File: src/rtl/core/assert_macros.svh
// Assertion shorthands shared by the phase code generator RTL.
// Included by the modules that carry concurrent checks; no other dependencies.
`ifndef ASSERT_MACROS_SVH
`define ASSERT_MACROS_SVH

// condition holds on every clock outside reset
`define ASSERT_ALWAYS(lbl, clk, rst, cond) \
   lbl: assert property (@(posedge clk) disable iff (rst) (cond)) \
      else $error("assertion failed");

// same-cycle implication
`define ASSERT_IMPLIES(lbl, clk, rst, pre, post) \
   lbl: assert property (@(posedge clk) disable iff (rst) (pre) |-> (post)) \
      else $error("assertion failed");

// next-cycle implication
`define ASSERT_NEXT(lbl, clk, rst, pre, post) \
   lbl: assert property (@(posedge clk) disable iff (rst) (pre) |=> (post)) \
      else $error("assertion failed");

`endif

File: src/rtl/core/rpcg_pkg.sv
// Shared types, codes and Barker tables for the radar phase code generator.
// No dependencies; imported by rpcg_csr, rpcg_front, rpcg_back and the top module.
`default_nettype none

package rpcg_pkg;

   localparam int IDX_W  = 12;
   localparam int LEN_W  = 13;
   localparam int SIDE_W = 7;   // floor(sqrt(2^13 - 1)) = 90 fits in 7 bits

   typedef enum logic [1:0] {
      KIND_BARKER  = 2'd0,
      KIND_FRANK   = 2'd1,
      KIND_P4      = 2'd2,
      KIND_INVALID = 2'd3
   } kind_type;

   typedef enum logic [1:0] {
      STATUS_OK        = 2'd0,
      STATUS_BAD_LEN   = 2'd1,
      STATUS_BAD_INDEX = 2'd2,
      STATUS_BAD_KIND  = 2'd3
   } status_type;

   typedef enum logic [0:0] {
      REG_CODE_KIND   = 1'b0,
      REG_CODE_LENGTH = 1'b1
   } csr_index_type;

   // settled configuration as seen by the datapath
   typedef struct packed {
      kind_type           kind;
      logic [LEN_W-1:0]   len;
      logic [SIDE_W-1:0]  side;
      logic               barker_ok;
      logic [2:0]         barker_row;
      logic               frank_ok;
      logic               p4_ok;
      logic               busy;
   } cfg_type;

   // per-item control that rides along the back pipeline
   typedef struct packed {
      status_type status;
      kind_type   kind;
      logic       chip;     // Barker chip is a half turn
   } tag_type;

   typedef struct packed {
      logic [IDX_W-1:0] idx;
      tag_type          tag;
   } item_type;

   // {valid, row} for a Barker length
   function automatic logic [3:0] barker_row_of(input logic [LEN_W-1:0] len);
      logic [3:0] res;
      unique case (len)
         LEN_W'(2):  res = 4'b1_000;
         LEN_W'(3):  res = 4'b1_001;
         LEN_W'(4):  res = 4'b1_010;
         LEN_W'(5):  res = 4'b1_011;
         LEN_W'(7):  res = 4'b1_100;
         LEN_W'(11): res = 4'b1_101;
         LEN_W'(13): res = 4'b1_110;
         default:    res = 4'b0_000;
      endcase
      return res;
   endfunction

   // chip pattern per row, bit i = chip i
   function automatic logic barker_chip(input logic [2:0] row, input logic [3:0] pos);
      logic [15:0] pat;
      unique case (row)
         3'd0:    pat = 16'h0002;
         3'd1:    pat = 16'h0004;
         3'd2:    pat = 16'h0008;
         3'd3:    pat = 16'h0008;
         3'd4:    pat = 16'h0058;
         3'd5:    pat = 16'h05B8;
         3'd6:    pat = 16'h0A60;
         default: pat = 16'h0000;
      endcase
      return pat[pos];
   endfunction

endpackage

`default_nettype wire

File: src/rtl/core/rpcg_front.sv
// Front end: classifies an incoming chip request against the configuration.
// Depends on rpcg_pkg.
`default_nettype none

module rpcg_front
   import rpcg_pkg::*;
(
   input  wire cfg_type           cfg,
   input  wire logic [IDX_W-1:0]  element_index,
   output item_type               item
);

   logic idx_out;

   assign idx_out = LEN_W'(element_index) >= cfg.len;

   always_comb begin
      item.idx        = element_index;
      item.tag.kind   = cfg.kind;
      item.tag.chip   = 1'b0;
      item.tag.status = STATUS_OK;
      unique case (cfg.kind)
         KIND_BARKER: begin
            if (!cfg.barker_ok) begin
               item.tag.status = STATUS_BAD_LEN;
            end else if (idx_out) begin
               item.tag.status = STATUS_BAD_INDEX;
            end else begin
               item.tag.chip = barker_chip(cfg.barker_row, element_index[3:0]);
            end
         end
         KIND_FRANK: begin
            if (!cfg.frank_ok) begin
               item.tag.status = STATUS_BAD_LEN;
            end else if (idx_out || (cfg.side == '0)) begin
               item.tag.status = STATUS_BAD_INDEX;
            end
         end
         KIND_P4: begin
            if (!cfg.p4_ok) begin
               item.tag.status = STATUS_BAD_LEN;
            end else if (idx_out) begin
               item.tag.status = STATUS_BAD_INDEX;
            end
         end
         default: item.tag.status = STATUS_BAD_KIND;
      endcase
   end

endmodule

`default_nettype wire

File: config.mk
export PLATFORM = sky130hd
export DESIGN_NAME = rpcg_front
export DESIGN_NICKNAME = d
export VERILOG_FILES = /design/src/rtl/core/assert_macros.svh /design/src/rtl/core/rpcg_pkg.sv /design/src/rtl/core/rpcg_front.sv
export SDC_FILE = /design/constraint.sdc
export NUM_CORES = 1
export LEC_CHECK = 0
export ABC_AREA = 1
export BUFFER_PORTS_ARGS = -buffer_cell sky130_fd_sc_hd__buf_4
export CELL_PAD_IN_SITES_DETAIL_PLACEMENT = 0
export CELL_PAD_IN_SITES_GLOBAL_PLACEMENT = 1
export CORE_ASPECT_RATIO = 0.8
export CORE_MARGIN = 2
export CORE_UTILIZATION = 26
export DETAILED_ROUTE_END_ITERATION = 10
export PLACE_DENSITY = 0.9
export SLEW_MARGIN = 20
export SYNTH_ARGS = -nofsm -noshare
export SYNTH_HDL_FRONTEND = slang
export SYNTH_SLANG_ARGS = --single-unit
File: constraint.sdc
create_clock -name vclk -period 3.91
set_input_delay 1.173 -clock vclk [all_inputs]
set_output_delay 1.173 -clock vclk [all_outputs]
set_load 0.02 [all_outputs]
==> results.toml <==
[grt]
grt_max_degree = 8
grt_pass1_wl_mm = 2.939
grt_remaining_overflow = 0
grt_pass1_vias = 753
antenna_found_initial = 0
track_usage = 0.1170

[synthesis]
synth_fp_nets = 180
synth_area_leaders = "ha_1, buf_4, inv_1, nand2_1, nor2_1"
yosysSeqAreaShare = 0
yosys.area.top_type = "ha_1"
synth.cell_area_um2 = 694.4
netlist_instances = 127
syn_area_per_cell_um2 = 5.468
yosysUniqueCellTypes = 18
ys.warnings.count = 0
yosys.area.top_type_share = 0.2162

[worst_setup_path]
startpoint = "cfg[18]"
crit_path_frequent_cell = "nand2_1"
cp.required_ns = 2.74
cp_cell_sequence = "buf_4, inv_1, ha_1, nand2_1, inv_1, nand2_1, nand3_1, nand2_1, nand3_1, a21oi_1, nand2_1, buf_4"
path_class = "input pin to output port"
critical_path.endpoint = "item[4]"
max_stage_delay_ns = 0.30
arrival_ns = 2.44
cp_max_fo = 3
crit_path_end_kind = "output port"
slowest_stage = "ha_1"
worstSetupStartpointType = "input pin"

[timing]
max_freq_mhz = 277.0
holdWs_ns = 2.556
hold_viol = 0
slew_headroom = 0.8821
rsz0062_at_grt = "no"
setup_viol = 0
drv_slew = 0
finalWorstPathRequiredPeriod_ns = 3.610
tightest_slew_ns = 0.1750
fin_setup_tns_ns = 0
period_share = 0.9232

[placement]
gp_congestion = 0.7142
io_buffers = 57
dp_hpwl_mm = 1.737

[final_layout]
seqCellArea_um2 = 0
seq_cells = 0
drive_gt1_frac = 0.3588
n_antenna_cell = 0
nets = 225
area_growth_pct = 52.97
n_clock_buffer = 0

[die]
num_io_pins = 58
core_region_area_um2 = 2482
start_util = 0.2797
fp-row-count = 16
fp.dieH_um = 50.23
die_width_um = 61.78
dieArea_um2 = 3103

[routing]
drt-total-wl_mm = 1.897
drc = 0
wl_met3_um = 117
m1WireLength_um = 777
dr.pass1.iters = 4
highest_layer = "met3"
drtIter0Drc = 13
vias = 873
wl_per_cell_um = 9.209
ant_nets = 0
wl_met2_mm = 1.002
vias_per_cell = 4.238

[clock_tree]
postCtsHoldBufs = 0
cts_setup_buffers = 0
cts_resized = 0

[run]
maxCapViolations = 0

[min_path]
min_path_type = "input pin to output port"
holdPathStages = 2

[pwr]
power_density_nw_per_um2 = 108.2
p_leak_uw = 0.0006484
ir_worst_vdd_mv = 0.04080

[status]
status = "completed"
power breakdown:
part | internal, µW | leakage, µW | total (µW) | switching (µW)
registers | 0 | 0 | 0 | 0
clock network | 0 | 0 | 0 | 0
logic | 58.0 | 0.000648 | 115 | 56.9
logic make-up (layout without fill, tap and decap cells):
group | after synthesis | after routing | synth area share
AND/OR/NAND/NOR | 55 | 55 | 0.3351
buffers and inverters | 44 | 87 | 0.3135
AO/OA/AOI/OAI | 16 | 16 | 0.1351
adder cells (fa/ha/maj) | 12 | 12 | 0.2162
through the flow:
step	setup WS [ns]	instances	area (µm²)	total power, µW	util
final	0.3003	206	1062	114.9	0.4279
after detailed placement	0.2895	206	1062	115.4	0.4279
after floorplan	0.5244	127	694.4	65.09	-
after global placement	0.3210	206	1062	111.6	0.4279
after CTS	0.2816	206	1062	115.9	0.4279
after global routing	0.1550	206	1062	128.5	0.4279
routing by layer:
| metal | vias up | track usage |
|---|---|---|
| met1 | 372 | 0.1429 |
| met2 | 32 | 0.2333 |
| li1 | 469 | - |
| met3 | 0 | 0.002577 |
| met4 | 0 | 0 |
| met5 | - | 0 |
cell usage in the layout (no fill, tap or decap), drive strengths merged:
| cell type | instances |
|---|---|
| o21bai | 1 |
| inv | 30 |
| ha | 12 |
| a21oi | 4 |
| nand3b | 1 |
| a21boi | 1 |
| nor2 | 15 |
| buf | 57 |
| o211ai | 2 |
| o21ai | 7 |
| nor3 | 3 |
| a31o | 1 |
| nand3 | 5 |
| nand4 | 3 |
| nand2 | 28 |
cells in the mapped netlist:
library cell and n:
a21boi_1 1, a21oi_1 4, a31o_1 1, buf_4 14, ha_1 12, inv_1 28, inv_2 2, nand2_1 28
nand3_1 5, nand3b_1 1, nand4_1 3, nor2_1 13, nor2_2 2, nor3_1 3, o211ai_1 2, o21ai_0 2
o21ai_1 5, o21bai_1 1
cell type report:
class                      instances  area, µm²
fill                             279       1420
inverter                          30      112.6
multi-input combinational         83      476.7
tap                               36      45.04
timing repair buffer              57      427.9
worst max-delay path, delay by kind of cell:
kind / cells / cell delay [ns]
AND/OR/NAND/NOR: 6 / 0.52
AO/OA/AOI/OAI: 1 / 0.13
buffers and inverters: 4 / 0.30
adder cells (fa/ha/maj): 1 / 0.30
worst min-delay path by stage:
| stage | from | to |
|---|---|---|
| global route | element_index[5] | item[10] |
| detailed placement | element_index[5] | item[10] |
| floorplan | element_index[5] | item[10] |
| global placement | element_index[10] | item[15] |
| finish | element_index[5] | item[10] |
| CTS | element_index[5] | item[10] |
Note: power is estimated with default switching activity, not from simulation.
