### src/rtl/core/assert_macros.svh
// Assertion shorthands shared by the phase code generator RTL.
// Included by the modules that carry concurrent checks; no other dependencies.
`ifndef ASSERT_MACROS_SVH
`define ASSERT_MACROS_SVH

// condition holds on every clock outside reset
`define ASSERT_ALWAYS(lbl, clk, rst, cond) \
   lbl: assert property (@(posedge clk) disable iff (rst) (cond)) \
      else $error("assertion failed");

// same-cycle implication
`define ASSERT_IMPLIES(lbl, clk, rst, pre, post) \
   lbl: assert property (@(posedge clk) disable iff (rst) (pre) |-> (post)) \
      else $error("assertion failed");

// next-cycle implication
`define ASSERT_NEXT(lbl, clk, rst, pre, post) \
   lbl: assert property (@(posedge clk) disable iff (rst) (pre) |=> (post)) \
      else $error("assertion failed");

`endif

### src/rtl/core/rpcg_queue.sv
// Small register queue between the front and back ends.
// Depends on rpcg_pkg (convention only) and assert_macros.svh.
`default_nettype none
`include "assert_macros.svh"

module rpcg_queue #(
   parameter int WIDTH = 17,
   parameter int DEPTH = 2     // power of two
) (
   input  wire logic             clock,
   input  wire logic             reset,
   input  wire logic             push,
   input  wire logic [WIDTH-1:0] wdata,
   input  wire logic             pop,
   output logic [WIDTH-1:0]      rdata,
   output logic                  full,
   output logic                  empty
);

   localparam int PTR_W = $clog2(DEPTH);
   localparam int CNT_W = $clog2(DEPTH + 1);

   logic [WIDTH-1:0] mem_ff [0:DEPTH-1];
   logic [PTR_W-1:0] wr_ptr_ff, rd_ptr_ff;
   logic [CNT_W-1:0] count_ff;
   logic             do_push, do_pop;

   assign full    = (count_ff == CNT_W'(DEPTH));
   assign empty   = (count_ff == '0);
   assign do_push = push && !full;
   assign do_pop  = pop && !empty;
   assign rdata   = mem_ff[rd_ptr_ff];

   always_ff @(posedge clock) begin
      if (reset) begin
         wr_ptr_ff <= '0;
         rd_ptr_ff <= '0;
         count_ff  <= '0;
      end else begin
         if (do_push) begin
            wr_ptr_ff <= wr_ptr_ff + PTR_W'(1);
         end
         if (do_pop) begin
            rd_ptr_ff <= rd_ptr_ff + PTR_W'(1);
         end
         if (do_push && !do_pop) begin
            count_ff <= count_ff + CNT_W'(1);
         end else if (do_pop && !do_push) begin
            count_ff <= count_ff - CNT_W'(1);
         end
      end
   end

   always_ff @(posedge clock) begin
      if (do_push) begin
         mem_ff[wr_ptr_ff] <= wdata;
      end
   end

   `ASSERT_ALWAYS(a_count_bounded, clock, reset, count_ff <= CNT_W'(DEPTH))

endmodule

`default_nettype wire

### config.mk
export PLATFORM = sky130hd
export DESIGN_NAME = rpcg_queue
export DESIGN_NICKNAME = d
export VERILOG_FILES = /design/src/rtl/core/rpcg_queue.sv
export VERILOG_INCLUDE_DIRS = /design/src /design/src/rtl/core
export SDC_FILE = /design/constraint.sdc
export NUM_CORES = 1
export LEC_CHECK = 0
export BUFFER_PORTS_ARGS = -buffer_cell sky130_fd_sc_hd__buf_2
export CORE_AREA = 2 2 67 56
export CTS_BUF_LIST = sky130_fd_sc_hd__clkbuf_8 sky130_fd_sc_hd__clkbuf_16
export CTS_CLUSTER_DIAMETER = 40
export DETAILED_ROUTE_END_ITERATION = 12
export DIE_AREA = 0 0 69 58
export PLACE_DENSITY = 0.71
export RECOVER_POWER = 100
export SLEW_MARGIN = 20
export SYNTH_ARGS = -nofsm -noshare
export SYNTH_HDL_FRONTEND = slang
export SYNTH_SLANG_ARGS = --single-unit
### constraint.sdc
create_clock -name clock -period 1.49 [get_ports clock]
set_input_delay 0.298 -clock clock [delete_from_list [all_inputs] [get_ports clock]]
set_output_delay 0.298 -clock clock [all_outputs]
set_load 0.05 [all_outputs]
==> metrics.md, run 1 <==
| Metric | Value |
|---|---|
| Status | finished, violations left |
| Failing checks | negative setup slack |
| Core Area | 3330 sq um |
| Clock power share | 15.2% |
| Crit path kind | flip-flop to output port |
| Post-layout util | 63.9% |
| Total track usage | 13.6% |
| Switching Power | 0.00153 W |
| Peak Freq | 628 MHz |
| Synth area leaders | edfxtp_1, mux2_2, dfxtp_1, xor2_1, nor2_1 |
| Final period util | 107% |
| CTS H-tree lvls | 2 |
| Finish-stage setup viols | 18 |
| # IOs | 40 |
| CP arrival | 1.29 ns |
| M3 GR Usage | 6.09% |
| Int Pwr | 0.00267 W |
| Final WS setup | -0.103 ns |
| Crit end category | output port |
| Slew @ Worst Pin | 0.425 ns |
| Gr ovfl total | 0 |
| Final ANT Viol Nets | 0 |
| Yosys cell types | 14 |
| Largest area contributor in the netlist | edfxtp_1 |
| Iter 0 DRT Violations | 77 |
| Post-layout min period | 1.59 ns |
| Clock Latency Late Sink | 0.28 ns |
| Layout cell share with drive strength beyond 1 | 55.7% |
| Reg power frac | 35.4% |
| Fillers | 246 |
| Vias after detailed routing | 807 |
| Slowest cell on the critical path | dfxtp_4 |
| Most common cell in the netlist | edfxtp_1 |
| Worst path top cell family by delay | flip-flops |
| Startpoint Class | flip-flop |
| Die area | 4000 sq um |
| Buffers & Inverters on Critical Path | 2 |
| Setup Skew | 0.00436 ns |
| Max cap viols | 0 |
| Number of I/O port buffers | 39 |
| Die Span Y | 58 um |
| Area grow syn2layout | 47.4% |
| Ant diodes | 0 |
| Post-synth ARST share | 0% |
| CP max stage delay | 0.40 ns |
| Syn Nets | 100 |
| Final GP Congestion | 0.745 |
| Met1 usage | 15.1% |
| Critical-path cell list | buf_16 -> mux2_4 -> buf_8 |
| Cell row count | 19 |
| CTS Buffer Depth | 2 |
| Synth Flop Type | edfxtp_1 |
| Synthesized flop and latch total | 39 |
| Global-route wire length before repair | 3950 um |
| Cells after Synth | 78 |
| Cell Area, Synth | 1440 sq um |
| Initial Util | 43.3% |
| Largest net degree at the start of global routing | 15 |
| Number of global-route vias before repair | 885 |
| Setup slack after placement | -0.00820 ns |
| GRT Max-Usage Layer | met2 |
| Yosys warning total | 0 |
| Fin. Hold Viols | 0 |
| Unrepaired setup endpoints after global routing | true |
| NumNets Final | 152 |
| CTS clk-pin slew, worst paths | 0.07 ns |
| Commonest cells in the netlist | edfxtp_1, mux2_2, dfxtp_1, nor2_1 |
| CTS buffer count | 5 |
| Root Driver | clkbuf_8 |
| Met2 usage in global routing | 22.7% |
| Area of placed instances | 1740 sq um |
| Max_slew headroom | 71.4% |
| Multi-input logic area | 394 sq um |
| Drt via density | 4.66 |
| CTS tree | built |
| Yosys top cell area share | 70.8% |
| Switching Share | 36.4% |
| Worst vdd ir | 1.18 mV |
| CP Max Fanout | 7 |
| Router iterations before antenna repair | 3 |
| Drt wl/cell | 14.6 um |
| Combinational Power Share | 49.4% |
| Register area | 1130 sq um |
| Antenna violations before repair | 0 |
| Pwr dens | 1970 nW/um^2 |
| Sequential area share after synthesis | 77.7% |
| Die W | 69 um |
| CTS Sinks | 39 |
| HPWL after DPL | 1640 um |
| Min-delay worst type | primary input to flip-flop |
| Post-Route WL | 2520 um |
| Mapped Avg Cell Area | 18.5 sq um |
| EDFF count, synth | 34 |
| WP data required | 1.19 ns |
| LEAKAGE | 0.841 nW |
| Final instance area | 2130 sq um |
| Drt drc | 0 |
| Setup TNS | -1.56 ns |
| Max-slew violation count | 0 |
| Flop2flop setup slack | -0.07 ns |
[layer usage]
metal,routed length [um],vias up
met5,0,-
met4,25,0
met3,163,4
met2,1330,27
met1,1000,382
li1,-,394
[power groups by stage]
stage	sequential, W	clock (W)	combinational, W
3_3_place_gp	0.00148	0	0.00142
3_5_place_dp	0.00149	0	0.00145
2_1_floorplan	0.00146	0	0.00112
6_report	0.00149	0.000637	0.00207
5_1_grt	0.00151	0.000715	0.00217
4_1_cts	0.00149	0.000660	0.00204
[repair_timing]
| item | in CTS | in global routing |
|---|---|---|
| setup buffers | 2 | 0 |
| resized for setup | 72 | 6 |
| gates cloned | 1 | 0 |
| hold buffers | 0 | 0 |
| pin swaps | 0 | 2 |
| endpoints found under the setup margin | 34 | 18 |
[worst reg2reg max path: stages (launching register included)]
cell and delay, ns:
dfxtp_1 0.34, o21ai_0 0.38, ha_4 0.28, or3_4 0.38, a21oi_2 0.11
[state kept, by name, indices dropped and copies added, names as in the netlist, named ones only]
register   count
count_ff       2
mem_ff        34
rd_ptr_ff      1
wr_ptr_ff      1
[stage by stage]
stage | hold slack (ns) | std cells | power (W)
global route | 0.189 | 173 | 0.00439
CTS | 0.193 | 173 | 0.00419
finish | 0.200 | 173 | 0.00420
detailed placement | 0.491 | 162 | 0.00294
floorplan | 0.360 | 78 | 0.00258
global placement | 0.477 | 162 | 0.00289
[final cells by class]
| cell class | instances | area share (%) |
|---|---|---|
| Timing Repair Buffer | 47 | 21.8 |
| Clock buffer | 5 | 3.24 |
| Tap cell | 42 | 2.47 |
| Sequential cell | 39 | 53.0 |
| Clock inverter | 3 | 0.589 |
| Inverter | 2 | 0.412 |
| Multi-Input combinational cell | 35 | 18.5 |
[cell families after synthesis]
family          synth area share, %
compound gates                 1.73
xor+xnor                       1.82
fa+ha+maj                     0.867
buf+inv                        1.39
flops                          77.7
mux                            13.3
simple gates                   3.21
[cells in the final DEF (no fill, tap or decap), drive strengths merged]
cell	count
buf	38
edfxtp	34
mux2	17
clkbuf	14
nor2	5
dfxtp	5
inv	3
o21ai	3
xor2	3
or3	2
a21oi	2
nor2b	1
and2	1
clkinvlp	1
ha	1
clkinv	1
[final timing paths]
kind / startpoint / to / cells past startpoint
worst min-delay path: wdata[7] / mem_ff[0][7] / 1
worst max-delay path: flip-flop / rdata[7] / 3
worst max register to register: count_ff[1] / count_ff[1] / 4
worst min register to register: wr_ptr_ff / wr_ptr_ff / 2
Power figures use the tool's default switching activity.
==> inputs of run 2 (changes only) <==
--- a/constraint.sdc
+++ b/constraint.sdc
@@ -3,2 +3,2 @@
 set_output_delay 0.298 -clock clock [all_outputs]
-set_load 0.05 [all_outputs]
+set_load 0.1 [all_outputs]
==> metrics.md, run 2 (synthesized netlist as in run 1, its figures left out) <==
| Metric | Value |
|---|---|
| Status | finished, violations left |
| Failing checks | negative setup slack |
| Post-Route WL | 2640 um |
| Critical-path cell list | buf_8 -> mux2_4 -> buf_12 |
| Cell row count | 19 |
| Max cap viols | 0 |
| Flop2flop setup slack | -0.06 ns |
| CP arrival | 1.30 ns |
| Fillers | 244 |
| Largest net degree at the start of global routing | 18 |
| Area of placed instances | 2060 sq um |
| NumNets Final | 151 |
| Post-layout util | 65.5% |
| Top flop regs | mem_ff (34), count_ff (2) |
| # IOs | 40 |
| Min-delay worst type | primary input to flip-flop |
| Final ANT Viol Nets | 0 |
| Setup Skew | 0.00282 ns |
| Root Driver | clkbuf_8 |
| Post-layout min period | 1.60 ns |
| Die area | 4000 sq um |
| Max_slew headroom | 77.4% |
| Register area | 1130 sq um |
| Die Span Y | 58 um |
| Max FFs per register | 34 |
| Peak Freq | 625 MHz |
| Number of I/O port buffers | 39 |
| Total track usage | 14.8% |
| Drt wl/cell | 15.3 um |
| Drt drc | 0 |
| CTS clk-pin slew, worst paths | 0.07 ns |
| Vias after detailed routing | 829 |
| Global-route wire length before repair | 4310 um |
| Iter 0 DRT Violations | 16 |
| Final period util | 107% |
| Post-CTS setup buffer count | 0 |
| Gr ovfl total | 0 |
| CTS buffer count | 5 |
| Crit end category | output port |
| Slew @ Worst Pin | 0.336 ns |
| Drt via density | 4.82 |
| Finish-stage setup viols | 18 |
| Crit path kind | flip-flop to output port |
| Commonest non-fill, non-tap cell in the layout | edfxtp_1 |
| Router iterations before antenna repair | 2 |
| Largest Register | mem_ff |
| Ant diodes | 0 |
| Antenna violations before repair | 0 |
| Slowest cell on the critical path | dfxtp_4 |
| Core Area | 3330 sq um |
| Die W | 69 um |
| HPWL after DPL | 1840 um |
| Max-slew violation count | 0 |
| CTS tree | built |
| Layout cell share with drive strength beyond 1 | 50.0% |
| Final WS setup | -0.111 ns |
| CP max stage delay | 0.38 ns |
| Commonest non-fill, non-tap cells in the layout | edfxtp_1, buf_12, mux2_4 |
| CTS Buffer Depth | 2 |
| Unrepaired setup endpoints after global routing | true |
| WP data required | 1.19 ns |
| Final GP Congestion | 0.733 |
| CTS H-tree lvls | 2 |
| Clock Latency Late Sink | 0.28 ns |
| Initial Util | 43.3% |
| Startpoint Class | flip-flop |
| Multi-input logic area | 392 sq um |
| Final instance area | 2180 sq um |
| Buffers & Inverters on Critical Path | 2 |
| Area grow syn2layout | 51.0% |
| Worst path top cell family by delay | flip-flops |
| Number of global-route vias before repair | 886 |
| CP Max Fanout | 7 |
| CTS Sinks | 39 |
| Fin. Hold Viols | 0 |
==> run 2: final timing paths <==
kind                             startpoint       endpoint  cells after the start
worst max register to register  count_ff[1]    count_ff[1]                      6
worst max-delay path              flip-flop      rdata[16]                      3
worst min-delay path              wdata[11]  mem_ff[0][11]                      1
worst min register to register    rd_ptr_ff      flip-flop                      2
==> run 2: routing by layer <==
metal	GRT usage [%]	routed length, um	part of all wire, %	up-vias
met5	0	0	0	-
met4	6.72	52	2.0	0
met3	6.61	154	5.8	7
met2	24.0	1330	50	30
met1	17.2	1110	42	400
li1	-	-	-	392
==> run 2: what timing repair did <==
item | CTS | global route
cloned | 1 | 0
gates resized for setup | 17 | 3
hold buffers | 0 | 0
endpoints found under the setup margin | 18 | 20
==> run 2: through the flow <==
step                setup TNS (ns)  setup WS [ns]  hold WS [ns]  std cells
finish                       -1.73         -0.111         0.199        172
detailed placement         -0.0381        -0.0381         0.489        163
global placement                 0          0.104         0.481        163
CTS                          -1.81         -0.118         0.187        172
global route                 -2.51         -0.147         0.184        172
floorplan                    -2.94         -0.332         0.360         78
==> run 2: area by class of cell <==
| type | count | share of cell area [%] |
|---|---|---|
| Tap cell | 42 | 2.41 |
| Inverter | 2 | 0.345 |
| Clock buffer | 5 | 3.16 |
| Multi-Input combinational cell | 35 | 18.0 |
| Timing Repair Buffer | 46 | 23.8 |
| Sequential cell | 39 | 51.7 |
| Clock inverter | 3 | 0.574 |
==> run 2: worst register-to-register path, stage by stage (launching register included) <==
cell and delay [ns]:
dfxtp_1 0.41, nor2b_4 0.21, nor2_1 0.10, ha_4 0.16, xor2_1 0.15, or3_1 0.33
a21oi_2 0.14
Power of run 2 is left out: the tool's default activity adds up to more than one toggle a clock period on the data nets, which glitch-free logic cannot reach.
==> inputs of run 3 (changes only) <==
Settings changed: CORE_AREA 2 2 67 56 to 2 2 64 54, DIE_AREA 0 0 69 58 to 0 0 66 56, PLACE_DENSITY 0.71 to 0.74.
Clock period 1.49 ns to 1.55 ns, I/O delays scaled along.
==> metrics.md, run 3 (synthesized netlist as in run 1, its figures left out) <==
| Metric | Value |
|---|---|
| WP data required | 1.24 ns |
| Setup slack after placement | 0.0285 ns |
| Final period util | 104% |
| Top flop regs | mem_ff (34), count_ff (2) |
| Layout cell share with drive strength beyond 1 | 53.1% |
| Min-delay worst type | primary input to flip-flop |
| Commonest non-fill, non-tap cell in the layout | edfxtp_1 |
| CTS clk-pin slew, worst paths | 0.07 ns |
| Antenna violations before repair | 0 |
| Max cap viols | 0 |
| CTS H-tree lvls | 2 |
| Final GP Congestion | 0.834 |
| Fin. Hold Viols | 0 |
| CTS tree | built |
| Slowest cell on the critical path | dfxtp_4 |
| Die W | 66 um |
| Status | finished, violations left |
| # IOs | 40 |
| Vias after detailed routing | 829 |
| Crit path kind | flip-flop to output port |
| Number of global-route vias before repair | 808 |
| Total track usage | 14.8% |
| Critical-path cell list | buf_8 -> mux2_4 -> buf_12 |
| Router iterations before antenna repair | 4 |
| Post-layout min period | 1.61 ns |
| Cell row count | 18 |
| CP Max Fanout | 8 |
| CTS Buffer Depth | 2 |
| Finish-stage setup viols | 17 |
| Largest Register | mem_ff |
| Fillers | 190 |
| Max FFs per register | 34 |
| Startpoint Class | flip-flop |
| Gr ovfl total | 0 |
| Commonest non-fill, non-tap cells in the layout | edfxtp_1, buf_12, mux2_4 |
| HPWL after DPL | 1740 um |
| Drt wl/cell | 15.6 um |
| Setup TNS | -0.680 ns |
| Die area | 3700 sq um |
| Unrepaired setup endpoints after global routing | true |
| Clock Latency Late Sink | 0.28 ns |
| Peak Freq | 623 MHz |
| Final ANT Viol Nets | 0 |
| Die Span Y | 56 um |
| Global-route wire length before repair | 3910 um |
| Number of I/O port buffers | 39 |
| Root Driver | clkbuf_8 |
| Ant diodes | 0 |
| Post-Route WL | 2650 um |
| CP max stage delay | 0.37 ns |
| Iter 0 DRT Violations | 25 |
| CTS Sinks | 39 |
| Max_slew headroom | 68.0% |
| CP arrival | 1.30 ns |
| Core Area | 3020 sq um |
| Drt via density | 4.88 |
| Crit end category | output port |
| Slew @ Worst Pin | 0.483 ns |
| Failing checks | negative setup slack |
| CTS buffer count | 5 |
| NumNets Final | 151 |
| Area grow syn2layout | 51.9% |
| Final WS setup | -0.0564 ns |
| Max-slew violation count | 0 |
| Largest net degree at the start of global routing | 18 |
| Initial Util | 47.8% |
| Setup Skew | 0.00661 ns |
| Drt drc | 0 |
run 3: cell count changes in the layout (fill, tap and decap cells not counted), sizes merged:
cell / previous run / this run
buf: 32 / 37
clkbuf: 19 / 15
clkinv: 2 / 1
run 3: per-stage QoR:
step | area [sq um] | cells | hold slack [ns] | util, %
after detailed placement | 2000 | 160 | 0.485 | 66.2
after floorplan | 1460 | 78 | 0.372 | -
after global routing | 2190 | 170 | 0.195 | 72.6
final | 2190 | 170 | 0.212 | 72.6
after global placement | 2000 | 160 | 0.479 | 66.2
after CTS | 2170 | 169 | 0.205 | 71.8
run 3: what timing repair did:
action / CTS / global route
hold buffers: 0 / 0
gates cloned: 1 / 0
gates resized for setup: 21 / 6
setup buffers: 0 / 1
setup endpoints to repair: 17 / 18
run 3: layout make-up:
type                    instances  area [sq um]  area share (%)
clock buffers                   6          82.6            3.77
clock inverters                 2          8.76           0.400
inverters                       2          7.51           0.343
multi-input cells              35           390            17.8
flip-flops and latches         39          1130            51.6
well taps                      40          50.0            2.28
repair buffers                 46           522            23.8
run 3: critical path, delay by kind of cell (launching register included):
family / cells / cell delay, ns
muxes: 1 / 0.32
DFF: 1 / 0.37
buffers and inverters: 2 / 0.32
run 3: path summary, 6_finish.rpt:
| check | start | to | slack [ns] | depth (start not counted) |
|---|---|---|---|---|
| worst max-delay path | flip-flop | rdata[7] | -0.06 | 3 |
| worst min-delay path | wdata[1] | mem_ff[0][1] | 0.21 | 1 |
| worst max register to register | count_ff[1] | count_ff[1] | 0.07 | 6 |
| worst min register to register | wr_ptr_ff | wr_ptr_ff | 0.50 | 2 |
run 3: per-layer routing:
metal / track usage (%) / vias to the layer above / share of wire, %
met2: 23.5 / 30 / 52
met3: 6.07 / 2 / 5.2
met4: 7.00 / 0 / 0.30
li1: - / 394 / -
met5: 0 / - / 0
met1: 17.4 / 403 / 43
Power of run 3 is left out for the same reason.
