$ cat config.mk
export PLATFORM = sky130hd
export DESIGN_NAME = rpcg_csr
export DESIGN_NICKNAME = d
export VERILOG_FILES = /design/src/rtl/core/rpcg_pkg.sv /design/src/rtl/core/rpcg_csr.sv
export VERILOG_INCLUDE_DIRS = /design/src /design/src/rtl/core
export SDC_FILE = /design/constraint.sdc
export NUM_CORES = 1
export LEC_CHECK = 0
export BUFFER_PORTS_ARGS = -buffer_cell sky130_fd_sc_hd__buf_2
export CORE_MARGIN = 8
export CORE_UTILIZATION = 55
export CTS_CLUSTER_DIAMETER = 50
export DETAILED_ROUTE_END_ITERATION = 10
export HOLD_SLACK_MARGIN = 0.03
export PLACE_DENSITY = 0.8
export SKIP_LAST_GASP = 1
export SYNTH_ARGS = -nofsm -noshare
export SYNTH_HDL_FRONTEND = slang
export SYNTH_SLANG_ARGS = --single-unit
$ cat constraint.sdc
create_clock -name clock -period 6.9 [get_ports clock]
set_input_delay 0.69 -clock clock [delete_from_list [all_inputs] [get_ports clock]]
set_output_delay 0.69 -clock clock [all_outputs]
set_load 0.02 [all_outputs]
$ cat src/rtl/core/assert_macros.svh
// Assertion shorthands shared by the phase code generator RTL.
// Included by the modules that carry concurrent checks; no other dependencies.
`ifndef ASSERT_MACROS_SVH
`define ASSERT_MACROS_SVH

// condition holds on every clock outside reset
`define ASSERT_ALWAYS(lbl, clk, rst, cond) \
   lbl: assert property (@(posedge clk) disable iff (rst) (cond)) \
      else $error("assertion failed");

// same-cycle implication
`define ASSERT_IMPLIES(lbl, clk, rst, pre, post) \
   lbl: assert property (@(posedge clk) disable iff (rst) (pre) |-> (post)) \
      else $error("assertion failed");

// next-cycle implication
`define ASSERT_NEXT(lbl, clk, rst, pre, post) \
   lbl: assert property (@(posedge clk) disable iff (rst) (pre) |=> (post)) \
      else $error("assertion failed");

`endif

$ cat src/rtl/core/rpcg_pkg.sv
// Shared types, codes and Barker tables for the radar phase code generator.
// No dependencies; imported by rpcg_csr, rpcg_front, rpcg_back and the top module.
`default_nettype none

package rpcg_pkg;

   localparam int IDX_W  = 12;
   localparam int LEN_W  = 13;
   localparam int SIDE_W = 7;   // floor(sqrt(2^13 - 1)) = 90 fits in 7 bits

   typedef enum logic [1:0] {
      KIND_BARKER  = 2'd0,
      KIND_FRANK   = 2'd1,
      KIND_P4      = 2'd2,
      KIND_INVALID = 2'd3
   } kind_type;

   typedef enum logic [1:0] {
      STATUS_OK        = 2'd0,
      STATUS_BAD_LEN   = 2'd1,
      STATUS_BAD_INDEX = 2'd2,
      STATUS_BAD_KIND  = 2'd3
   } status_type;

   typedef enum logic [0:0] {
      REG_CODE_KIND   = 1'b0,
      REG_CODE_LENGTH = 1'b1
   } csr_index_type;

   // settled configuration as seen by the datapath
   typedef struct packed {
      kind_type           kind;
      logic [LEN_W-1:0]   len;
      logic [SIDE_W-1:0]  side;
      logic               barker_ok;
      logic [2:0]         barker_row;
      logic               frank_ok;
      logic               p4_ok;
      logic               busy;
   } cfg_type;

   // per-item control that rides along the back pipeline
   typedef struct packed {
      status_type status;
      kind_type   kind;
      logic       chip;     // Barker chip is a half turn
   } tag_type;

   typedef struct packed {
      logic [IDX_W-1:0] idx;
      tag_type          tag;
   } item_type;

   // {valid, row} for a Barker length
   function automatic logic [3:0] barker_row_of(input logic [LEN_W-1:0] len);
      logic [3:0] res;
      unique case (len)
         LEN_W'(2):  res = 4'b1_000;
         LEN_W'(3):  res = 4'b1_001;
         LEN_W'(4):  res = 4'b1_010;
         LEN_W'(5):  res = 4'b1_011;
         LEN_W'(7):  res = 4'b1_100;
         LEN_W'(11): res = 4'b1_101;
         LEN_W'(13): res = 4'b1_110;
         default:    res = 4'b0_000;
      endcase
      return res;
   endfunction

   // chip pattern per row, bit i = chip i
   function automatic logic barker_chip(input logic [2:0] row, input logic [3:0] pos);
      logic [15:0] pat;
      unique case (row)
         3'd0:    pat = 16'h0002;
         3'd1:    pat = 16'h0004;
         3'd2:    pat = 16'h0008;
         3'd3:    pat = 16'h0008;
         3'd4:    pat = 16'h0058;
         3'd5:    pat = 16'h05B8;
         3'd6:    pat = 16'h0A60;
         default: pat = 16'h0000;
      endcase
      return pat[pos];
   endfunction

endpackage

`default_nettype wire

$ cat src/rtl/core/rpcg_csr.sv
// Configuration registers and the code-length root unit.
// Depends on rpcg_pkg and assert_macros.svh.
`default_nettype none
`include "assert_macros.svh"

module rpcg_csr
   import rpcg_pkg::*;
#(
   parameter int MAX_LENGTH = 4096
) (
   input  wire logic        clock,
   input  wire logic        reset,
   input  wire logic        csr_psel,
   input  wire logic        csr_penable,
   input  wire logic        csr_pwrite,
   input  wire logic [2:0]  csr_paddr,
   input  wire logic [31:0] csr_pwdata,
   output logic [31:0]      csr_prdata,
   output logic             csr_pready,
   output cfg_type          cfg
);

   localparam int BIT_W = $clog2(SIDE_W);
   localparam int SQ_W  = 2 * SIDE_W;

   typedef enum logic [2:0] {
      RS_IDLE  = 3'b001,
      RS_ROOT  = 3'b010,
      RS_CHECK = 3'b100
   } root_state_type;

   root_state_type    state_ff, state_in;
   kind_type          kind_ff;
   logic [LEN_W-1:0]  len_ff;
   logic [SIDE_W-1:0] side_ff, side_in;
   logic [BIT_W-1:0]  bit_ff, bit_in;
   logic              barker_ok_ff, frank_ok_ff, p4_ok_ff;
   logic [2:0]        row_ff;

   logic              wr, wr_kind, wr_len;
   csr_index_type     wr_index;
   logic [SIDE_W-1:0] trial;
   logic [SQ_W-1:0]   trial_sq, side_sq, len_wide;
   logic              len_in_range;
   logic [3:0]        brow;

   assign csr_pready = 1'b1;
   assign wr       = csr_psel && csr_penable && csr_pwrite && csr_pready;
   assign wr_index = csr_index_type'(csr_paddr[2]);
   assign wr_kind  = wr && (wr_index == REG_CODE_KIND);
   assign wr_len   = wr && (wr_index == REG_CODE_LENGTH);

   always_comb begin
      unique case (wr_index)
         REG_CODE_KIND:   csr_prdata = 32'(kind_ff);
         REG_CODE_LENGTH: csr_prdata = 32'(len_ff);
         default:         csr_prdata = '0;
      endcase
   end

   // digit-by-digit integer square root, one bit per cycle
   assign trial        = side_ff | (SIDE_W'(1) << bit_ff);
   assign trial_sq     = SQ_W'(trial) * SQ_W'(trial);
   assign side_sq      = SQ_W'(side_ff) * SQ_W'(side_ff);
   assign len_wide     = SQ_W'(len_ff);
   assign len_in_range = 32'(len_ff) <= 32'(MAX_LENGTH);
   assign brow         = barker_row_of(len_ff);

   always_comb begin
      state_in = state_ff;
      side_in  = side_ff;
      bit_in   = bit_ff;
      unique case (state_ff)
         RS_IDLE: ;
         RS_ROOT: begin
            if (trial_sq <= len_wide) begin
               side_in = trial;
            end
            if (bit_ff == '0) begin
               state_in = RS_CHECK;
            end else begin
               bit_in = bit_ff - BIT_W'(1);
            end
         end
         RS_CHECK: state_in = RS_IDLE;
         default:  state_in = RS_IDLE;
      endcase
      if (wr_len) begin
         state_in = RS_ROOT;
         side_in  = '0;
         bit_in   = BIT_W'(SIDE_W - 1);
      end
   end

   always_ff @(posedge clock) begin
      if (reset) begin
         state_ff <= RS_ROOT;
         side_ff  <= '0;
         bit_ff   <= BIT_W'(SIDE_W - 1);
         kind_ff  <= KIND_BARKER;
         len_ff   <= LEN_W'(13);
      end else begin
         state_ff <= state_in;
         side_ff  <= side_in;
         bit_ff   <= bit_in;
         if (wr_kind) begin
            kind_ff <= kind_type'(csr_pwdata[1:0]);
         end
         if (wr_len) begin
            len_ff <= csr_pwdata[LEN_W-1:0];
         end
      end
   end

   always_ff @(posedge clock) begin
      if (state_ff == RS_CHECK) begin
         barker_ok_ff <= brow[3] && len_in_range;
         row_ff       <= brow[2:0];
         frank_ok_ff  <= (side_sq == len_wide) && len_in_range;
         p4_ok_ff     <= len_in_range;
      end
   end

   assign cfg.kind       = kind_ff;
   assign cfg.len        = len_ff;
   assign cfg.side       = side_ff;
   assign cfg.barker_ok  = barker_ok_ff;
   assign cfg.barker_row = row_ff;
   assign cfg.frank_ok   = frank_ok_ff;
   assign cfg.p4_ok      = p4_ok_ff;
   assign cfg.busy       = (state_ff != RS_IDLE);

   `ASSERT_NEXT(a_len_write_restarts_root, clock, reset, wr_len, state_ff == RS_ROOT)
   `ASSERT_IMPLIES(a_frank_ok_is_square, clock, reset, (state_ff == RS_IDLE) && frank_ok_ff, side_sq == len_wide)

endmodule

`default_nettype wire

==> summary.md, run 1 <==
• **status** completed
• **Std-Cell Rows** 33
• **antenna violations before repair** 0
• **Main synth FF type** sky130_fd_sc_hd__dfxtp_1
• **maximum number of buffers from clock root to sink** 2
• **max-slew headroom at the worst pin** 0.425
• **unrepaired setup endpoints after global routing** false
• **first-pass GRT wire length** 18900 um
• **multi-input combinational cell area** 3430 um2
• **TritonCTS clock tree** built
• **Hold Vio Cnt, Final** 0
• **first drt pass iteration count** 7
• **via count normalized by instance count** 5.55
• **antenna-violating nets left** 0
• **Max Cap Viol** 0
• **maximum number of pins on one net before global-route repair** 19
• **Reg clk slew, reported paths** 0.07 ns
• **type of the worst min-delay path** reg -> reg
• **number of CTS-inserted buffers** 5
• **final standard cell area without fillers** 5020 um2
• **Final Max Slew Viols** 0
• **die span in x** 108 um
• **final weighted congestion of routability-driven global placement** 0.873
• **storage element area** 741 um2
• **static leakage** 2.58 nW
• **PwrDens** 255 nW/um2
• **Layout Skew** 0.00756 ns
• **proportion of synthesized chip area in sequential cells** 0.160
• **final WL** 11200 um
• **number of DRC markers after the initial detailed-route iteration** 224
• **CP arrival** 6.78 ns
• **yosys synthesis warning count** 0
• **cell area after placement** 4920 um2
• **fill cell count** 730
• **area of the mapped netlist** 4620 um2
• **Final TNS setup** 0 ns
• **Crit Path Category** reg -> reg
• **Die Footprint** 11600 um2
• **critical path endpoint category** flop
• **clock latency at the later pin of the worst-skew pair** 0.28 ns
• **critical path required time** 7.12 ns
• **buffers added on ports** 60
• **average routed wire per standard cell** 15.6 um
• **mean post-synth cell area** 8.19 um2
• **flop and latch count out of synthesis** 34
• **Core Box Area** 8180 um2
• **clk root buf** sky130_fd_sc_hd__clkbuf_8
• **final number of setup-violating endpoints** 0
• **via count of the first global-routing pass** 4050
• **Tightest Pin Transition** 0.860 ns
• **global router's overall resource usage** 0.196
• **nets@finish** 743
• **final global-route overflow total** 0
• **number of buffers and inverters on the critical path** 6
• **hold-fix buffers at CTS** 0
• **I/O pin cnt** 102
• **initial standard-cell utilization of the core** 0.565
• **ys async rst share** 0
• **number of standard cells after synthesis** 564
• **fraction of the cycle the final worst path needs** 0.950
• **Max Fanout on Critical Path** 7
• **Worst path slowest cell** sky130_fd_sc_hd__fa_1
• **count of cell types in the netlist** 66
• **highest clock rate** 153 MHz
• **H-tree level count** 2
• **worst hold slack** 0.534 ns
• **DRC** 0
• **routed via count** 3995
• **Resized cells post-CTS** 0
• **total placed cells including tap cells** 712
• **post-CTS setup buffer count** 0
• **Min Clock Period, post-route** 6.56 ns
• **Top Family by Delay on Critical Path** adder cells
• **most frequent cell on the critical path** sky130_fd_sc_hd__inv_1
• **EDFF count, synth** 6
• **critical path launch point type** flop
• **worst IR drop on VDD** 0.215 mV
• **share of post-route cells with drive strength above 1** 0.156
• **number of sinks driven by the clock tree** 34
• **post-route non-filler standard cell count** 720
• **count of inserted antenna diode cells** 0
• **DP HPWL** 9270 um
• **highest cell delay on the worst timing path** 0.53 ns
• **height of the chip** 108 um
• **area growth from synthesis to final layout** 8.73%
[path summary, 6_finish.rpt]
path                   start          to  slack, ns  cells past startpoint
hold reg to reg   kind_ff[0]  kind_ff[0]       0.53                      2
setup reg to reg   bit_ff[0]  side_ff[6]       0.34                     26
setup / recovery   bit_ff[0]  side_ff[6]       0.34                     26
hold / removal    kind_ff[0]  kind_ff[0]       0.53                      2
[tightest hold or removal path, stage by stage (launching register included)]
cell	delay, ns
sky130_fd_sc_hd__dfxtp_1	0.34
sky130_fd_sc_hd__mux2i_1	0.08
sky130_fd_sc_hd__nor2_1	0.08
[cell usage after synthesis (5+ instances only)]
cell type,instances,area share
sky130_fd_sc_hd__inv_1,69,0.056
sky130_fd_sc_hd__ha_1,62,0.17
sky130_fd_sc_hd__nand2_1,57,0.046
sky130_fd_sc_hd__a21oi_1,36,0.039
sky130_fd_sc_hd__nor2_1,34,0.028
sky130_fd_sc_hd__dfxtp_1,28,0.12
sky130_fd_sc_hd__fa_1,27,0.12
sky130_fd_sc_hd__and2_1,26,0.035
sky130_fd_sc_hd__buf_4,23,0.037
sky130_fd_sc_hd__xnor2_1,23,0.044
sky130_fd_sc_hd__clkbuf_1,18,0.015
sky130_fd_sc_hd__o21ai_0,13,0.014
sky130_fd_sc_hd__nand3_1,10,0.011
sky130_fd_sc_hd__xor2_1,10,0.019
sky130_fd_sc_hd__a32o_1,7,0.015
sky130_fd_sc_hd__and3_1,6,0.0081
sky130_fd_sc_hd__edfxtp_1,6,0.039
sky130_fd_sc_hd__nand4_1,5,0.0068
sky130_fd_sc_hd__nor3_1,5,0.0054
sky130_fd_sc_hd__nor4_1,5,0.0068
sky130_fd_sc_hd__o211ai_1,5,0.0081
sky130_fd_sc_hd__or2_2,5,0.0068
[per-stage QoR]
stage	setup WS, ns	total power, mW	util
2_1_floorplan	0.753	0.909	-
3_3_place_gp	0.489	1.08	0.602
3_5_place_dp	0.358	1.12	0.602
4_1_cts	0.329	1.28	0.614
5_1_grt	0.00590	1.40	0.614
6_report	0.344	1.28	0.614
[sequential cells by signal, indices dropped and copies added (netlist names)]
signal,flops
p4_ok_ff,1
frank_ok_ff,1
row_ff,3
side_ff,7
len_ff,13
barker_ok_ff,1
kind_ff,2
bit_ff,3
state_ff,3
[cell type report]
cell class	instances	share of cell area
flip-flops and latches	34	0.148
multi-input cells	435	0.682
clock buffers	6	0.0165
inverters	69	0.0516
clock inverters	2	0.00249
repair buffers	69	0.0733
well taps	105	0.0262
[report_power, final]
part	leakage [nW]	switching, mW	internal (mW)
Combinational	2.25	0.508	0.365
Clock	0.0472	0.0703	0.0801
Sequential	0.281	0.0319	0.227
[layout by cell type, fill, tap and decap left out, types with 5 or more instances in the layout]
cell and count:
sky130_fd_sc_hd__inv_1 69, sky130_fd_sc_hd__ha_1 62, sky130_fd_sc_hd__buf_2 60, sky130_fd_sc_hd__nand2_1 57
sky130_fd_sc_hd__a21oi_1 36, sky130_fd_sc_hd__nor2_1 34, sky130_fd_sc_hd__dfxtp_1 28, sky130_fd_sc_hd__fa_1 27
sky130_fd_sc_hd__and2_1 26, sky130_fd_sc_hd__xnor2_1 23, sky130_fd_sc_hd__conb_1 20, sky130_fd_sc_hd__o21ai_0 13
sky130_fd_sc_hd__nand3_1 10, sky130_fd_sc_hd__xor2_1 10, sky130_fd_sc_hd__buf_4 9, sky130_fd_sc_hd__a32o_1 7
sky130_fd_sc_hd__and3_1 6, sky130_fd_sc_hd__edfxtp_1 6, sky130_fd_sc_hd__clkbuf_8 6, sky130_fd_sc_hd__or2_2 5
sky130_fd_sc_hd__nor4_1 5, sky130_fd_sc_hd__nor3_1 5, sky130_fd_sc_hd__nand4_1 5, sky130_fd_sc_hd__o211ai_1 5
[metal layers]
layer  share of wire  GRT usage
met4           0.017     0.0704
met2            0.53      0.356
met1            0.41      0.234
met5               0          0
met3           0.040     0.0168
[cells by family after synthesis]
| kind of cell | count (synthesis) | synth area share |
|---|---|---|
| xor gates and xnor gates | 35 | 0.0713 |
| muxes | 7 | 0.0160 |
| adders and majority gates | 89 | 0.285 |
| and+or+nand+nor | 181 | 0.200 |
| DFF | 34 | 0.160 |
| other | 2 | 0.00163 |
| AOI/OAI and AO/OA | 103 | 0.153 |
| buffers and inverters | 113 | 0.112 |
No activity file was read; power rests on OpenSTA's default activity.
==> inputs of run 2 (changes only) <==
--- a/config.mk
+++ b/config.mk
@@ -7,6 +7,7 @@
 export NUM_CORES = 1
 export LEC_CHECK = 0
 export BUFFER_PORTS_ARGS = -buffer_cell sky130_fd_sc_hd__buf_2
+export CAP_MARGIN = 10
 export CORE_MARGIN = 8
 export CORE_UTILIZATION = 55
 export CTS_CLUSTER_DIAMETER = 50
==> constraint.sdc (replaced) <==
create_clock -name clock -period 8.15 [get_ports clock]
set_input_delay 0.815 -clock clock [delete_from_list [all_inputs] [get_ports clock]]
set_output_delay 0.815 -clock clock [all_outputs]
set_load 0.02 [all_outputs]
==> run 2 against run 1 <==
Non-clock buffer count decreased by 7. Register-to-register slack improved by 0.86 ns. Sequential power decreased by 8.9%. Flip-flop and latch count unchanged. Maximum frequency decreased by 5.7%. Clock power decreased by 19%. First-iteration DRC count decreased by 22%. Die area unchanged. Power decreased by 18%. Final cell count decreased by 0.97%. Setup slack improved by 0.86 ns. Critical path type unchanged.
==> summary.md, run 2 (same netlist as run 1, synthesis figures left out) <==
• **nets@finish** 736, was 743
• **most used cells in the layout excluding fill and tap cells** sky130_fd_sc_hd__inv_1, sky130_fd_sc_hd__ha_1, sky130_fd_sc_hd__buf_2, unchanged
• **max-slew headroom at the worst pin** 0.353, was 0.425
• **GRT met3 Usage** 0.0168, unchanged
• **leading registers by flop count** len_ff x13, side_ff x7, unchanged
• **critical path startpoint** bit_ff[0], unchanged
• **global router's overall resource usage** 0.194, was 0.196
• **first drt pass iteration count** 5, was 7
• **I/O pin cnt** 102, unchanged
• **maximum number of pins on one net before global-route repair** 19, unchanged
• **number of DRC markers after the initial detailed-route iteration** 174, was 224
• **number of CTS-inserted buffers** 5, unchanged
• **final number of setup-violating endpoints** 0, unchanged
• **first-pass GRT wire length** 18900 um, about the same
• **clock latency at the later pin of the worst-skew pair** 0.29 ns, was 0.28 ns
• **final global-route overflow total** 0, unchanged
• **hold-fix buffers at CTS** 0, unchanged
• **fraction of the cycle the final worst path needs** 0.853, was 0.950
• **number of flip-flops under the largest register name** 13, unchanged
• **H-tree level count** 2, unchanged
• **Hold Vio Cnt, Final** 0, unchanged
• **Reg clk slew, reported paths** 0.07 ns, about the same
• **Resized cells post-CTS** 0, unchanged
• **Min Clock Period, post-route** 6.95 ns, was 6.56 ns
• **via count normalized by instance count** 5.57, was 5.55
• **Final TNS setup** 0 ns, unchanged
• **final weighted congestion of routability-driven global placement** 0.881, was 0.873
• **type of the worst min-delay path** reg -> reg, unchanged
• **antenna-violating nets left** 0, unchanged
• **Layout Skew** 0.00804 ns, was 0.00756 ns
• **worst IR drop on VDD** 0.212 mV, was 0.215 mV
• **initial standard-cell utilization of the core** 0.565, unchanged
• **PwrDens** 212 nW/um2, was 255 nW/um2
• **Max Cap Viol** 0, unchanged
• **maximum number of buffers from clock root to sink** 2, unchanged
• **critical path required time** 8.38 ns, was 7.12 ns
• **final WL** 11100 um, was 11200 um
• **met2 usage** 0.361, was 0.356
• **area growth from synthesis to final layout** 7.26%, was 8.73%
• **Max Fanout on Critical Path** 7, unchanged
• **die span in x** 108 um, unchanged
• **DRC** 0, unchanged
• **critical path endpoint category** flop, unchanged
• **critical register-to-register path startpoint** bit_ff[0], unchanged
• **least setup slack across all paths after layout** 1.20 ns, was 0.344 ns
• **critical path launch point type** flop, unchanged
• **TritonCTS clock tree** built, unchanged
• **post-CTS setup buffer count** 0, unchanged
• **antenna violations before repair** 0, unchanged
• **endpoint of the most critical setup path** side_ff[6], unchanged
• **most congested layer reported by global routing** met2, unchanged
• **CP arrival** 7.18 ns, was 6.78 ns
• **destination of the worst register-to-register timing path** side_ff[6], unchanged
• **share of post-route cells with drive strength above 1** 0.143, was 0.156
• **number of sinks driven by the clock tree** 34, unchanged
• **status** completed, unchanged
• **GR Layer Usage met1** 0.239, was 0.234
• **count of inserted antenna diode cells** 0, unchanged
• **Crit Path Category** reg -> reg, unchanged
• **static leakage** 2.54 nW, was 2.58 nW
• **Largest Register** len_ff, unchanged
• **via count of the first global-routing pass** 4001, was 4050
• **buffers added on ports** 60, unchanged
• **post-place setup slack** 1.27 ns, was 0.358 ns
• **Die Footprint** 11600 um2, unchanged
• **DP HPWL** 9000 um, was 9270 um
• **Tightest Pin Transition** 0.968 ns, was 0.860 ns
• **cells on worst reg2reg path** 25, was 26
• **average routed wire per standard cell** 15.5 um, was 15.6 um
• **Final Max Slew Viols** 0, unchanged
• **highest clock rate** 144 MHz, was 153 MHz
• **clk root buf** sky130_fd_sc_hd__clkbuf_8, unchanged
• **Reg2Reg Setup Slack** 1.20 ns, was 0.34 ns
• **most common cell after layout, fill and taps aside** sky130_fd_sc_hd__inv_1, unchanged
• **unrepaired setup endpoints after global routing** false, unchanged
• **Std-Cell Rows** 33, unchanged
• **Core Box Area** 8180 um2, unchanged
• **routed via count** 3974, was 3995
• **height of the chip** 108 um, unchanged
-- run 2: cell types whose count changed in the layout (fill, tap and decap cells not counted), sizes merged --
cell      before  now
buf           69   62
clkinvlp       1    0
clkinv         1    2
-- run 2: critical path, cell delays in order (launching register included) --
cell and delay (ns):
sky130_fd_sc_hd__dfxtp_1 0.36, sky130_fd_sc_hd__inv_1 0.11, sky130_fd_sc_hd__ha_1 0.25, sky130_fd_sc_hd__and2b_2 0.21
sky130_fd_sc_hd__or2_2 0.32, sky130_fd_sc_hd__nand2_1 0.13, sky130_fd_sc_hd__xor2_1 0.09, sky130_fd_sc_hd__ha_1 0.28
sky130_fd_sc_hd__inv_1 0.06, sky130_fd_sc_hd__fa_1 0.54, sky130_fd_sc_hd__inv_1 0.06, sky130_fd_sc_hd__fa_1 0.53
sky130_fd_sc_hd__inv_1 0.06, sky130_fd_sc_hd__fa_1 0.53, sky130_fd_sc_hd__inv_1 0.04, sky130_fd_sc_hd__ha_1 0.21
sky130_fd_sc_hd__or3_1 0.41, sky130_fd_sc_hd__a311o_1 0.34, sky130_fd_sc_hd__a21oi_1 0.30, sky130_fd_sc_hd__nor4b_1 0.09
sky130_fd_sc_hd__a211o_1 0.25, sky130_fd_sc_hd__ha_1 0.31, sky130_fd_sc_hd__a2111oi_0 0.45, sky130_fd_sc_hd__nand3_1 0.13
sky130_fd_sc_hd__a21oi_1 0.56, sky130_fd_sc_hd__a32o_1 0.26
-- run 2: report_power, final --
group          switching [mW]  total (mW)  internal (mW)
sequential             0.0435       0.236          0.192
combinational           0.406       0.691          0.285
clock                  0.0629       0.122         0.0588
total                   0.513        1.05          0.536
-- run 2: final cells by class --
cell class                      instances  area [um2]
Clock buffer                            6        72.6
Timing Repair Buffer                   62         315
Sequential cell                        34         741
Inverter                               69         259
Tap cell                              105         131
Fill cell                             737        3220
Clock inverter                          2        8.76
Multi-Input combinational cell        435        3420
-- run 2: metrics by stage --
| stage | instances | utilization | area, um2 | total power, mW | hold slack [ns] |
|---|---|---|---|---|---|
| 5_1_grt | 713 | 0.606 | 4950 | 1.15 | 0.552 |
| 3_5_place_dp | 705 | 0.596 | 4870 | 0.920 | 0.525 |
| 6_report | 713 | 0.606 | 4950 | 1.05 | 0.537 |
| 2_1_floorplan | 582 | - | 4680 | 0.769 | 0.497 |
| 4_1_cts | 713 | 0.606 | 4950 | 1.04 | 0.540 |
| 3_3_place_gp | 705 | 0.596 | 4870 | 0.887 | 0.492 |
-- run 2: layer usage --
layer | wire (um) | share of wire
met1 | 4700 | 0.42
met2 | 5960 | 0.54
met3 | 344 | 0.031
met4 | 68 | 0.0061
met5 | 0 | 0
-- run 2: worst min path at each step --
stage                     from  depth (start not counted)         end
finish              len_ff[12]                          2  len_ff[12]
global placement    kind_ff[1]                          2  kind_ff[1]
global route        len_ff[12]                          2  len_ff[12]
detailed placement  kind_ff[0]                          2  kind_ff[0]
CTS                 len_ff[12]                          2  len_ff[12]
floorplan            bit_ff[1]                          2   bit_ff[1]
